**src/design/uer_pkg.sv**
```systemverilog
// Shared types and constants of the ultrasonic echo ranger.
// Used by every module of the block and by its checker; depends on nothing.
package uer_pkg;

   localparam int CSR_INDEX_BITS = 3;
   localparam int CSR_DATA_BITS  = 24;
   localparam int LIMIT_BITS     = 24;
   localparam int SMALL_BITS     = 8;
   localparam int DIST_OUT_BITS  = 16;

   localparam logic [CSR_INDEX_BITS-1:0] CSR_OFFSET_CM          = 3'd0;
   localparam logic [CSR_INDEX_BITS-1:0] CSR_TICKS_PER_CM       = 3'd1;
   localparam logic [CSR_INDEX_BITS-1:0] CSR_ECHO_WAIT_LIMIT    = 3'd2;
   localparam logic [CSR_INDEX_BITS-1:0] CSR_ECHO_LENGTH_LIMIT  = 3'd3;
   localparam logic [CSR_INDEX_BITS-1:0] CSR_TRIGGER_LOW_TICKS  = 3'd4;
   localparam logic [CSR_INDEX_BITS-1:0] CSR_TRIGGER_HIGH_TICKS = 3'd5;

   localparam logic [SMALL_BITS-1:0] RST_OFFSET_CM          = 8'd13;
   localparam logic [SMALL_BITS-1:0] RST_TICKS_PER_CM       = 8'd58;
   localparam logic [LIMIT_BITS-1:0] RST_ECHO_WAIT_LIMIT    = 24'd1000000;
   localparam logic [LIMIT_BITS-1:0] RST_ECHO_LENGTH_LIMIT  = 24'd1000000;
   localparam logic [SMALL_BITS-1:0] RST_TRIGGER_LOW_TICKS  = 8'd2;
   localparam logic [SMALL_BITS-1:0] RST_TRIGGER_HIGH_TICKS = 8'd10;

   typedef enum logic [2:0] {
      PH_IDLE,
      PH_TLOW,
      PH_THIGH,
      PH_WAIT,
      PH_PULSE
   } phase_type;

   typedef struct packed {
      logic start_req;
      logic echo_level;
   } req_type;

   typedef struct packed {
      logic                     trigger_level;
      logic                     pin_driven;
      logic                     busy_res;
      logic                     distance_valid;
      logic [DIST_OUT_BITS-1:0] distance_cm;
      logic                     finished_event;
      logic                     stopped;
   } rsp_type;

   typedef struct packed {
      logic [SMALL_BITS-1:0] offset_cm;
      logic [SMALL_BITS-1:0] ticks_per_cm;
      logic [LIMIT_BITS-1:0] echo_wait_limit;
      logic [LIMIT_BITS-1:0] echo_length_limit;
      logic [SMALL_BITS-1:0] trigger_low_ticks;
      logic [SMALL_BITS-1:0] trigger_high_ticks;
   } cfg_type;

endpackage

```
**src/design/uer_csr.sv**
```systemverilog
// Configuration register file of the ultrasonic echo ranger.
// Depends on uer_pkg for the register indexes, reset values and cfg_type.
module uer_csr (
   input  logic                                clock,
   input  logic                                reset,
   input  logic                                csr_write_en,
   input  logic [uer_pkg::CSR_INDEX_BITS-1:0]  csr_index,
   input  logic [uer_pkg::CSR_DATA_BITS-1:0]   csr_wdata,
   output uer_pkg::cfg_type                    cfg
);

   uer_pkg::cfg_type cfg_ff;
   uer_pkg::cfg_type cfg_in;

   always_comb begin
      cfg_in = cfg_ff;
      if (csr_write_en) begin
         unique case (csr_index)
            uer_pkg::CSR_OFFSET_CM: begin
               cfg_in.offset_cm = csr_wdata[uer_pkg::SMALL_BITS-1:0];
            end
            uer_pkg::CSR_TICKS_PER_CM: begin
               cfg_in.ticks_per_cm = csr_wdata[uer_pkg::SMALL_BITS-1:0];
            end
            uer_pkg::CSR_ECHO_WAIT_LIMIT: begin
               cfg_in.echo_wait_limit = csr_wdata[uer_pkg::LIMIT_BITS-1:0];
            end
            uer_pkg::CSR_ECHO_LENGTH_LIMIT: begin
               cfg_in.echo_length_limit = csr_wdata[uer_pkg::LIMIT_BITS-1:0];
            end
            uer_pkg::CSR_TRIGGER_LOW_TICKS: begin
               cfg_in.trigger_low_ticks = csr_wdata[uer_pkg::SMALL_BITS-1:0];
            end
            uer_pkg::CSR_TRIGGER_HIGH_TICKS: begin
               cfg_in.trigger_high_ticks = csr_wdata[uer_pkg::SMALL_BITS-1:0];
            end
            default: begin
               cfg_in = cfg_ff;
            end
         endcase
      end
   end

   always_ff @(posedge clock) begin
      if (reset) begin
         cfg_ff.offset_cm          <= uer_pkg::RST_OFFSET_CM;
         cfg_ff.ticks_per_cm       <= uer_pkg::RST_TICKS_PER_CM;
         cfg_ff.echo_wait_limit    <= uer_pkg::RST_ECHO_WAIT_LIMIT;
         cfg_ff.echo_length_limit  <= uer_pkg::RST_ECHO_LENGTH_LIMIT;
         cfg_ff.trigger_low_ticks  <= uer_pkg::RST_TRIGGER_LOW_TICKS;
         cfg_ff.trigger_high_ticks <= uer_pkg::RST_TRIGGER_HIGH_TICKS;
      end else begin
         cfg_ff <= cfg_in;
      end
   end

   assign cfg = cfg_ff;

endmodule

```
**src/design/uer_core.sv**
```systemverilog
// Measurement sequencer of the ultrasonic echo ranger: phase state machine,
// tick and centimetre counters, and the result of each transfer.
// Depends on uer_pkg for phase_type, req_type, rsp_type and cfg_type.
module uer_core #(
   parameter int TIMER_BITS    = 24,
   parameter int DISTANCE_BITS = 16
) (
   input  logic             clock,
   input  logic             reset,
   input  logic             step,
   input  uer_pkg::req_type req,
   input  uer_pkg::cfg_type cfg,
   output uer_pkg::rsp_type rsp
);

   localparam int CMP_BITS =
      (TIMER_BITS > uer_pkg::LIMIT_BITS) ? TIMER_BITS : uer_pkg::LIMIT_BITS;
   localparam int WIDE_BITS =
      (DISTANCE_BITS > uer_pkg::DIST_OUT_BITS) ? DISTANCE_BITS : uer_pkg::DIST_OUT_BITS;
   localparam int SB = uer_pkg::SMALL_BITS;

   uer_pkg::phase_type         phase_ff, phase_in;
   logic [TIMER_BITS-1:0]      ticks_ff, ticks_in;
   logic [SB-1:0]              sub_ff, sub_in;
   logic [DISTANCE_BITS-1:0]   cm_ff, cm_in;
   logic [DISTANCE_BITS-1:0]   last_ff, last_in;
   logic                       stop_ff, stop_in;

   logic [TIMER_BITS-1:0]      ticks_inc;
   logic [TIMER_BITS-1:0]      base_ticks, ht_ticks;
   logic [SB-1:0]              base_sub, ht_sub_raw, ht_sub;
   logic [DISTANCE_BITS-1:0]   base_cm, ht_cm;
   logic                       ht_wrap;
   logic                       length_timeout;
   logic                       wait_timeout;
   logic [DISTANCE_BITS:0]     dist_sum;
   logic [DISTANCE_BITS-1:0]   dist_sat;
   logic [WIDE_BITS-1:0]       last_wide;
   logic                       valid;
   logic                       finished;

   always_comb begin
      ticks_inc = (&ticks_ff) ? ticks_ff : ticks_ff + TIMER_BITS'(1);

      base_ticks = (phase_ff == uer_pkg::PH_WAIT) ? '0 : ticks_ff;
      base_sub   = (phase_ff == uer_pkg::PH_WAIT) ? '0 : sub_ff;
      base_cm    = (phase_ff == uer_pkg::PH_WAIT) ? '0 : cm_ff;
      ht_ticks   = (&base_ticks) ? base_ticks : base_ticks + TIMER_BITS'(1);
      ht_sub_raw = base_sub + SB'(1);
      ht_wrap    = ht_sub_raw >= cfg.ticks_per_cm;
      ht_sub     = ht_wrap ? '0 : ht_sub_raw;
      ht_cm      = (ht_wrap && !(&base_cm)) ? base_cm + DISTANCE_BITS'(1) : base_cm;

      length_timeout = CMP_BITS'(ht_ticks) > CMP_BITS'(cfg.echo_length_limit);
      wait_timeout   = CMP_BITS'(ticks_inc) > CMP_BITS'(cfg.echo_wait_limit);

      dist_sum = (DISTANCE_BITS+1)'(cfg.offset_cm) + (DISTANCE_BITS+1)'(cm_ff);
      dist_sat = dist_sum[DISTANCE_BITS] ? '1 : dist_sum[DISTANCE_BITS-1:0];

      phase_in = phase_ff;
      ticks_in = ticks_ff;
      sub_in   = sub_ff;
      cm_in    = cm_ff;
      last_in  = last_ff;
      stop_in  = stop_ff;
      valid    = 1'b0;
      finished = 1'b0;

      unique case (phase_ff)
         uer_pkg::PH_IDLE: begin
            if (req.start_req) begin
               if (cfg.trigger_low_ticks != '0) begin
                  phase_in = uer_pkg::PH_TLOW;
                  ticks_in = TIMER_BITS'(1);
               end else if (cfg.trigger_high_ticks != '0) begin
                  phase_in = uer_pkg::PH_THIGH;
                  ticks_in = TIMER_BITS'(1);
               end else begin
                  phase_in = uer_pkg::PH_WAIT;
                  ticks_in = '0;
               end
            end
         end
         uer_pkg::PH_TLOW: begin
            if (ticks_ff >= TIMER_BITS'(cfg.trigger_low_ticks)) begin
               if (cfg.trigger_high_ticks != '0) begin
                  phase_in = uer_pkg::PH_THIGH;
                  ticks_in = TIMER_BITS'(1);
               end else begin
                  phase_in = uer_pkg::PH_WAIT;
                  ticks_in = '0;
               end
            end else begin
               ticks_in = ticks_inc;
            end
         end
         uer_pkg::PH_THIGH: begin
            if (ticks_ff >= TIMER_BITS'(cfg.trigger_high_ticks)) begin
               phase_in = uer_pkg::PH_WAIT;
               ticks_in = '0;
            end else begin
               ticks_in = ticks_inc;
            end
         end
         uer_pkg::PH_WAIT: begin
            if (req.echo_level) begin
               if (stop_ff) begin
                  phase_in = uer_pkg::PH_IDLE;
                  ticks_in = '0;
               end else begin
                  sub_in = ht_sub;
                  cm_in  = ht_cm;
                  if (length_timeout) begin
                     stop_in  = 1'b1;
                     finished = 1'b1;
                     phase_in = uer_pkg::PH_IDLE;
                     ticks_in = '0;
                  end else begin
                     phase_in = uer_pkg::PH_PULSE;
                     ticks_in = ht_ticks;
                  end
               end
            end else if (wait_timeout) begin
               stop_in  = 1'b1;
               finished = 1'b1;
               phase_in = uer_pkg::PH_IDLE;
               ticks_in = '0;
            end else begin
               ticks_in = ticks_inc;
            end
         end
         uer_pkg::PH_PULSE: begin
            if (req.echo_level) begin
               sub_in = ht_sub;
               cm_in  = ht_cm;
               if (length_timeout) begin
                  stop_in  = 1'b1;
                  finished = 1'b1;
                  phase_in = uer_pkg::PH_IDLE;
                  ticks_in = '0;
               end else begin
                  ticks_in = ht_ticks;
               end
            end else begin
               last_in  = dist_sat;
               valid    = 1'b1;
               phase_in = uer_pkg::PH_IDLE;
               ticks_in = '0;
            end
         end
         default: begin
            phase_in = uer_pkg::PH_IDLE;
            ticks_in = '0;
         end
      endcase

      last_wide = WIDE_BITS'(last_in);
      rsp.trigger_level  = phase_in == uer_pkg::PH_THIGH;
      rsp.pin_driven     = (phase_in == uer_pkg::PH_TLOW) || (phase_in == uer_pkg::PH_THIGH);
      rsp.busy_res       = phase_in != uer_pkg::PH_IDLE;
      rsp.distance_valid = valid;
      rsp.distance_cm    = (last_wide > WIDE_BITS'({uer_pkg::DIST_OUT_BITS{1'b1}}))
                           ? '1 : last_wide[uer_pkg::DIST_OUT_BITS-1:0];
      rsp.finished_event = finished;
      rsp.stopped        = stop_in;
   end

   always_ff @(posedge clock) begin
      if (reset) begin
         phase_ff <= uer_pkg::PH_IDLE;
         ticks_ff <= '0;
         sub_ff   <= '0;
         cm_ff    <= '0;
         last_ff  <= '0;
         stop_ff  <= 1'b0;
      end else if (step) begin
         phase_ff <= phase_in;
         ticks_ff <= ticks_in;
         sub_ff   <= sub_in;
         cm_ff    <= cm_in;
         last_ff  <= last_in;
         stop_ff  <= stop_in;
      end
   end

endmodule

```
**src/design/uer_out_buf.sv**
```systemverilog
// Result register with one skid entry for the ultrasonic echo ranger.
// Depends on uer_pkg for rsp_type.
module uer_out_buf (
   input  logic             clock,
   input  logic             reset,
   input  logic             in_valid,
   output logic             in_ready,
   input  uer_pkg::rsp_type in_data,
   output logic             rsp_valid,
   input  logic             rsp_ready,
   output uer_pkg::rsp_type rsp_data
);

   logic             out_valid_ff, out_valid_in;
   logic             skid_valid_ff, skid_valid_in;
   uer_pkg::rsp_type out_ff, out_in;
   uer_pkg::rsp_type skid_ff, skid_in;
   logic             take;

   assign in_ready = !skid_valid_ff;
   assign take     = in_valid && in_ready;

   always_comb begin
      out_valid_in  = out_valid_ff;
      skid_valid_in = skid_valid_ff;
      out_in        = out_ff;
      skid_in       = skid_ff;
      if (out_valid_ff && rsp_ready) begin
         if (skid_valid_ff) begin
            out_in        = skid_ff;
            skid_valid_in = 1'b0;
         end else if (take) begin
            out_in = in_data;
         end else begin
            out_valid_in = 1'b0;
         end
      end else if (!out_valid_ff) begin
         if (take) begin
            out_in       = in_data;
            out_valid_in = 1'b1;
         end
      end else if (take) begin
         skid_in       = in_data;
         skid_valid_in = 1'b1;
      end
   end

   always_ff @(posedge clock) begin
      if (reset) begin
         out_valid_ff  <= 1'b0;
         skid_valid_ff <= 1'b0;
      end else begin
         out_valid_ff  <= out_valid_in;
         skid_valid_ff <= skid_valid_in;
      end
   end

   always_ff @(posedge clock) begin
      out_ff  <= out_in;
      skid_ff <= skid_in;
   end

   assign rsp_valid = out_valid_ff;
   assign rsp_data  = out_ff;

endmodule

```
**src/design/ultrasonic_echo_ranger.sv**
```systemverilog
// Top level of the ultrasonic echo ranger: configuration registers,
// measurement sequencer and result buffer. Depends on uer_pkg and the uer_ modules.
//
// Each transfer on the req_ channel is one microsecond sample: a start request
// and the sampled echo pin level. Every transfer yields exactly one result on
// the rsp_ channel, describing the pin drive, busy state, distance and stop
// flag after that tick.
// A result is registered in the output register, or in the skid entry when the
// receiver stalls. The block takes one transfer per cycle while req_ready is high;
// the sequencer steps on each transfer, so the rate is set by the handshake alone.
// When the receiver stalls, one more transfer is taken into the skid entry,
// after which req_ready drops until the output register drains.
// Reset clears the sequencer to idle, the counters, the last distance and the
// stop flag, loads the configuration registers with their defaults and
// empties the result buffer. Configuration writes on the csr_ port take effect
// at the clock edge at which csr_write_en is high; write only while idle.
module ultrasonic_echo_ranger #(
   parameter int TIMER_BITS    = 24,
   parameter int DISTANCE_BITS = 16
) (
   input  logic                                clock,
   input  logic                                reset,
   input  logic                                req_valid,
   output logic                                req_ready,
   input  uer_pkg::req_type                    req_data,
   output logic                                rsp_valid,
   input  logic                                rsp_ready,
   output uer_pkg::rsp_type                    rsp_data,
   input  logic                                csr_write_en,
   input  logic [uer_pkg::CSR_INDEX_BITS-1:0]  csr_index,
   input  logic [uer_pkg::CSR_DATA_BITS-1:0]   csr_wdata
);

   uer_pkg::cfg_type cfg;
   uer_pkg::rsp_type core_rsp;
   logic             step;

   assign step = req_valid && req_ready;

   uer_csr u_csr (
      .clock        (clock),
      .reset        (reset),
      .csr_write_en (csr_write_en),
      .csr_index    (csr_index),
      .csr_wdata    (csr_wdata),
      .cfg          (cfg)
   );

   uer_core #(
      .TIMER_BITS    (TIMER_BITS),
      .DISTANCE_BITS (DISTANCE_BITS)
   ) u_core (
      .clock (clock),
      .reset (reset),
      .step  (step),
      .req   (req_data),
      .cfg   (cfg),
      .rsp   (core_rsp)
   );

   uer_out_buf u_out_buf (
      .clock     (clock),
      .reset     (reset),
      .in_valid  (req_valid),
      .in_ready  (req_ready),
      .in_data   (core_rsp),
      .rsp_valid (rsp_valid),
      .rsp_ready (rsp_ready),
      .rsp_data  (rsp_data)
   );

endmodule

```
**config.mk**
```make
export PLATFORM = sky130hd
export DESIGN_NAME = ultrasonic_echo_ranger
export DESIGN_NICKNAME = d
export VERILOG_FILES = /design/src/design/uer_pkg.sv /design/src/design/uer_csr.sv /design/src/design/uer_core.sv /design/src/design/uer_out_buf.sv /design/src/design/ultrasonic_echo_ranger.sv
export SDC_FILE = /design/constraint.sdc
export NUM_CORES = 1
export LEC_CHECK = 0
export BUFFER_PORTS_ARGS = -buffer_cell sky130_fd_sc_hd__buf_2
export CORE_MARGIN = 5
export CORE_UTILIZATION = 60
export CTS_CLUSTER_DIAMETER = 30
export DETAILED_ROUTE_END_ITERATION = 8
export PLACE_DENSITY = 0.8
export SLEW_MARGIN = 20
export SYNTH_ARGS = -nofsm -noshare
export SYNTH_HDL_FRONTEND = slang
export SYNTH_HIERARCHICAL = 1
export SYNTH_SLANG_ARGS = --single-unit
```
**constraint.sdc**
```tcl
create_clock -name clock -period 4.8 [get_ports clock]
set_input_delay 0.24 -clock clock [delete_from_list [all_inputs] [get_ports clock]]
set_output_delay 0.24 -clock clock [all_outputs]
set_load 0.02 [all_outputs]
```
* After elaboration in Yosys (flattened, before gate mapping)
Cells that the tools add are included.
** Word-level totals
- Register bits after elaboration :: 194
- Input bits :: 34
- Output and inout port bits :: 24
- Logic and storage cells :: 150
** Cells by class
- Add/sub/neg operators :: 5
- Order comparisons :: 6
- Equality and inequality tests :: 18
- Mux-type cells :: 65
- Bitwise logic cells :: 1
- Reductions and logical operators :: 27
** Operators with widths (count)
- 24-bit 2-to-1 mux :: 12
- 16-bit 2-to-1 mux :: 9
- 24-bit case mux with 5 select lines :: 1
- 22-bit 2-to-1 mux :: 4
- 24-bit by 1-bit adder with 24-bit output, second input constant :: 2
- 24-bit by 8-bit >= comparator with 1-bit output :: 2
- 24-bit greater-than comparator :: 2
- 24-bit AND reduction :: 2
- 8-bit 2-to-1 mux :: 5
- 16-bit case mux with 2 select lines :: 1
- 3-bit 2-to-1 mux :: 10
- 1-bit 2-to-1 mux :: 19
- 2-bit AND reduction :: 9
- 8-bit by 16-bit adder with 17-bit output :: 1
- 16-bit by 1-bit adder with 16-bit output, second input constant :: 1
- 16-bit greater-than comparator, second input constant :: 1
- 8-bit case mux with 2 select lines :: 1
- 16-bit AND reduction :: 1
- 8-bit nonzero test :: 2
- 3-bit by 2-bit equality test with 1-bit output, second input constant :: 5
- 3-bit case mux with 5 select lines :: 1
- 2-bit != test, second input constant :: 7
- 3-bit by 1-bit equality test with 1-bit output, second input constant :: 3
- 3-bit equality test, second input constant :: 3
- 13 further kinds :: 18

* Logic depth before layout (Yosys ltp)
- Word-level depth :: 14
- Gate-level depth with buffers :: 24
- Depth with buffers taken out :: 21

* Modules after synthesis
The synthesis kept the hierarchy.
** By module, submodules not included
- uer_core :: instances 1, cells each 952, area each 6912.9 sq um, seq. area each 1361.3 sq um
- uer_csr :: instances 1, cells each 302, area each 3209.3 sq um, seq. area each 1601.5 sq um
- uer_out_buf :: instances 1, cells each 129, area each 1921.8 sq um, seq. area each 1361.3 sq um
- ultrasonic_echo_ranger :: instances 1, cells each 1, area each 6.3 sq um, seq. area each 0.0 sq um

* Least setup slack after synthesis
Ideal clock, no wire load.
- Path type :: reg2reg
- Start :: register u_core.phase_ff[2]
- End :: register u_out_buf.out_ff, in the netlist u_out_buf/rsp_data[20] (data pin)
- Library setup time :: 145 ps
- Arrival :: 4089 ps
- Data required time :: 4655 ps
- Path slack :: 566 ps
- Stages on the path, launching flop included :: 21
- Path buffers :: 3
- Clock period less this slack :: 4234 ps
- Path through :: dfxtp_1 and3b_1 buf_2 buf_1 buf_1 nor2_1 ha_1 nand3_1 nor3_4 a21oi_2 nor4b_1 a211oi_2 ha_1 nand4_1 nor4_1 o31a_1 o21ai_2 nor4_1 nand2b_1 mux2i_1 o21ai_1
** RTL lines
- from (decl) :: RTL line uer_core.sv:22 : uer_pkg::phase_type phase_ff, phase_in;
- from (signal assigned) :: RTL line uer_core.sv:170 : phase_ff <= uer_pkg::PH_IDLE;
- from (signal assigned) :: RTL line uer_core.sv:177 : phase_ff <= phase_in;
- to (signal assigned) :: RTL line uer_out_buf.sv:59 : out_ff <= out_in;
- to (decl) :: RTL line uer_out_buf.sv:16 : uer_pkg::rsp_type out_ff, out_in;

==> results.json <==
{
  "vias": 10000,
  "worstSetupEndpointType": "flip-flop",
  "pin_count": 58,
  "crit_type": "reg -> reg",
  "fin_ws_ns": 0.266,
  "start_util": 0.615,
  "r2r-end": "u_out_buf/rsp_data[20]",
  "syn2layout_area_growth_pct": 8.66,
  "portBuffers": 57,
  "overflow": 0,
  "maxCapViolations": 0,
  "cp.arrival_ns": 4.73,
  "crit_fanout": 9,
  "track_usage": 0.265,
  "start_kind": "flip-flop",
  "maxSlewViolCount": 0,
  "dpl_worst_slack_ns": 0.208,
  "holdCritStartpoint": "csr_wdata[19]",
  "fin_crit_ns": 4.53,
  "avgSynthCellArea_um2": 8.71,
  "rsz0062_at_grt": "true",
  "rr_worst_depth": 17,
  "final_hold_viol_count": 0,
  "clockBufferDepth": 2,
  "async_reset_ff_frac": 0,
  "ys_seq_elements": 194,
  "h-tree-depth": 4,
  "core_um2": 19600,
  "grt_max_degree": 97,
  "status": "complete, no violations",
  "die_h_um": 152,
  "synth_nets": 1503,
  "synth.yosys.seq_area_share": 0.359,
  "cts_root_buf": "clkbuf_16",
  "clk_latency_ns": 0.45,
  "wl_per_cell_um": 17.8,
  "ys.flop_type": "dfxtp_1",
  "utilization": 0.668,
  "timing.fmax_mhz": 221,
  "drt_iter0_markers": 1024,
  "setup_viol": 0,
  "post-dp-hpwl_mm": 21.3,
  "netlist_area_um2": 12100,
  "hold-path-endpoint": "u_csr/cfg[35]",
  "antenna_left": 0,
  "num_rows": 51,
  "worst_slew_pin_slew_ns": 1.01,
  "holdPathStages": 3,
  "cts_tree": "done",
  "fin_skew_ns": 0.0161,
  "design_area_um2": 13100,
  "die_width_um": 152,
  "fin_crit_sh": 0.945,
  "grt_pass1_wl_mm": 48.7,
  "clk_pin_slew_ns": 0.09,
  "gp_congestion": 1.02,
  "final_cell_mix": "dfxtp_1, nor2_1, nand2_1",
  "syn_inst": 1384,
  "fillers": 1571,
  "rrSetupSlack_ns": 0.27,
  "ir_drop_mv": 0.248,
  "min_path_type": "in -> reg",
  "first_global_vias": 9668,
  "post-route-drc-count": 0,
  "powerDensity_nw_per_um2": 277,
  "dpl_cell_area_um2": 12400,
  "mostFrequentLayoutCell": "dfxtp_1",
  "yosys_warnings": 6,
  "clock_sinks": 194,
  "p_leak_nw": 5.76,
  "grt_antenna_before_repair": 1,
  "nets": 1518,
  "worst_r2r_startpoint": "u_core/ticks_ff[6]",
  "synth_cell_type_count": 82,
  "dieArea_um2": 23000,
  "avgViaCountPerCell": 5.96,
  "relSlewSlack": 0.325,
  "wl_mm": 29.9,
  "drive_gt1_frac": 0.110,
  "dr.pass1.iters": 8,
  "cts_buffers": 17,
  "synth_edf_count": 44,
  "required_ns": 4.99
}
[worst max path at each step]
stage / startpoint / end / slack (ns) / cells past startpoint
floorplan: u_core/phase_ff[2] / u_out_buf/rsp_data[20] / 0.57 / 20
global placement: u_core/ticks_ff[5] / u_core/ticks_ff[13] / 0.29 / 15
detailed placement: u_core/ticks_ff[6] / u_core/ticks_ff[12] / 0.21 / 15
CTS: u_core/ticks_ff[5] / u_core/ticks_ff[10] / 0.16 / 15
global route: u_core/ticks_ff[6] / u_out_buf/rsp_data[21] / -0.004 / 17
finish: u_core/ticks_ff[6] / u_out_buf/rsp_data[20] / 0.27 / 17
[sequential cells by signal, summed over array words and instances, names as in the netlist, 3 cells and up]
name and count:
u_out_buf/skid_ff 22, u_core/ticks_ff 24, u_core/phase_ff 3, u_core/last_ff 16, u_core/sub_ff 8, u_csr/cfg 80
u_out_buf/rsp_data 22, u_core/cm_ff 16
[routing by layer]
metal	routed length [um]	track usage
met1	13300	0.362
met2	13400	0.422
met3	2130	0.0452
met4	1010	0.102
met5	0	0
[synthesized netlist by cell type, drive strengths merged (3+ instances only)]
master / n / area (um2)
a211o: 3 / 26.3
a211oi: 12 / 100
a21boi: 3 / 22.5
a21o: 5 / 37.5
a21oi: 66 / 345
a22oi: 18 / 135
a2bb2oi: 4 / 35.0
a31oi: 11 / 68.8
and2: 24 / 155
and3: 16 / 100
and4: 9 / 78.8
buf: 43 / 297
clkbuf: 39 / 148
dfxtp: 150 / 3000
edfxtp: 44 / 1320
ha: 84 / 1050
inv: 84 / 315
mux2: 3 / 33.8
mux2i: 103 / 1030
nand2: 127 / 487
nand2b: 81 / 514
nand3: 43 / 220
nand3b: 6 / 45.0
nand4: 23 / 144
nand4b: 5 / 58.8
nor2: 142 / 533
nor2b: 8 / 50.1
nor3: 13 / 87.6
nor3b: 4 / 30.0
nor4: 16 / 113
o211ai: 10 / 75.1
o21a: 5 / 37.5
o21ai: 61 / 313
o21bai: 4 / 30.0
o221a: 3 / 33.8
o22a: 5 / 43.8
o31ai: 3 / 22.5
or2: 10 / 62.6
or3: 3 / 18.8
or4: 3 / 22.5
xnor2: 27 / 236
xor2: 33 / 289
[stage by stage]
step                      power [mW]  TNS (ns)  std cells  hold slack, ns
after floorplan                 2.02         0       1384           0.309
after global placement          2.11         0       1643           0.458
after detailed placement        2.12         0       1643           0.464
after CTS                       3.64         0       1676          0.0442
after global routing            3.76  -0.00368       1678          0.0761
final                           3.63         0       1678          0.0508
[worst max-delay path, stage by stage, from the launching register on]
cell and delay (ns):
dfxtp_2 0.43, and4_1 0.29, nand4_1 0.23, a211o_2 0.45, or2_1 0.28, and2_1 0.17, or2_1 0.23, ha_1 0.32
nand4_1 0.11, or2_1 0.29, nor4_2 0.33, o31a_1 0.20, o21ai_2 0.09, a21oi_1 0.36, nor4_2 0.11, nand2b_1 0.18
mux2i_1 0.13, o21ai_1 0.07
[power by group]
group          leakage [nW]  switching, mW  internal (mW)  total (mW)
combinational          3.78          0.216          0.126       0.342
sequential             1.67         0.0305           1.72        1.75
clock                 0.312          0.792          0.740        1.53
total                  5.76           1.04           2.59        3.63
[cell type report]
class / instances / area, um2 / share of cell area
clock buffer: 17 / 425 / 0.0325
tap: 265 / 332 / 0.0253
sequential: 194 / 4330 / 0.331
multi-input combinational: 1024 / 7010 / 0.536
inverter: 84 / 315 / 0.0241
antenna: 1 / 2.50 / 0.000191
timing repair buffer: 78 / 448 / 0.0342
clock inverter: 15 / 228 / 0.0174
[repair_timing]
action / in CTS / in global routing
setup endpoints to repair: 0 / 26
gates resized for setup: 0 / 12
endpoints found under the hold margin: 1 / 0
buffers inserted: 0 / 1
hold buffers: 1 / 0
[cells by family after synthesis]
| logic type | after synthesis | synth area share |
|---|---|---|
| buf+inv | 166 | 0.0630 |
| simple gates | 542 | 0.233 |
| mux | 106 | 0.0884 |
| flops | 194 | 0.359 |
| xor+xnor | 60 | 0.0436 |
| compound gates | 231 | 0.124 |
| fa+ha+maj | 85 | 0.0889 |
Power figures use the tool's default switching activity.
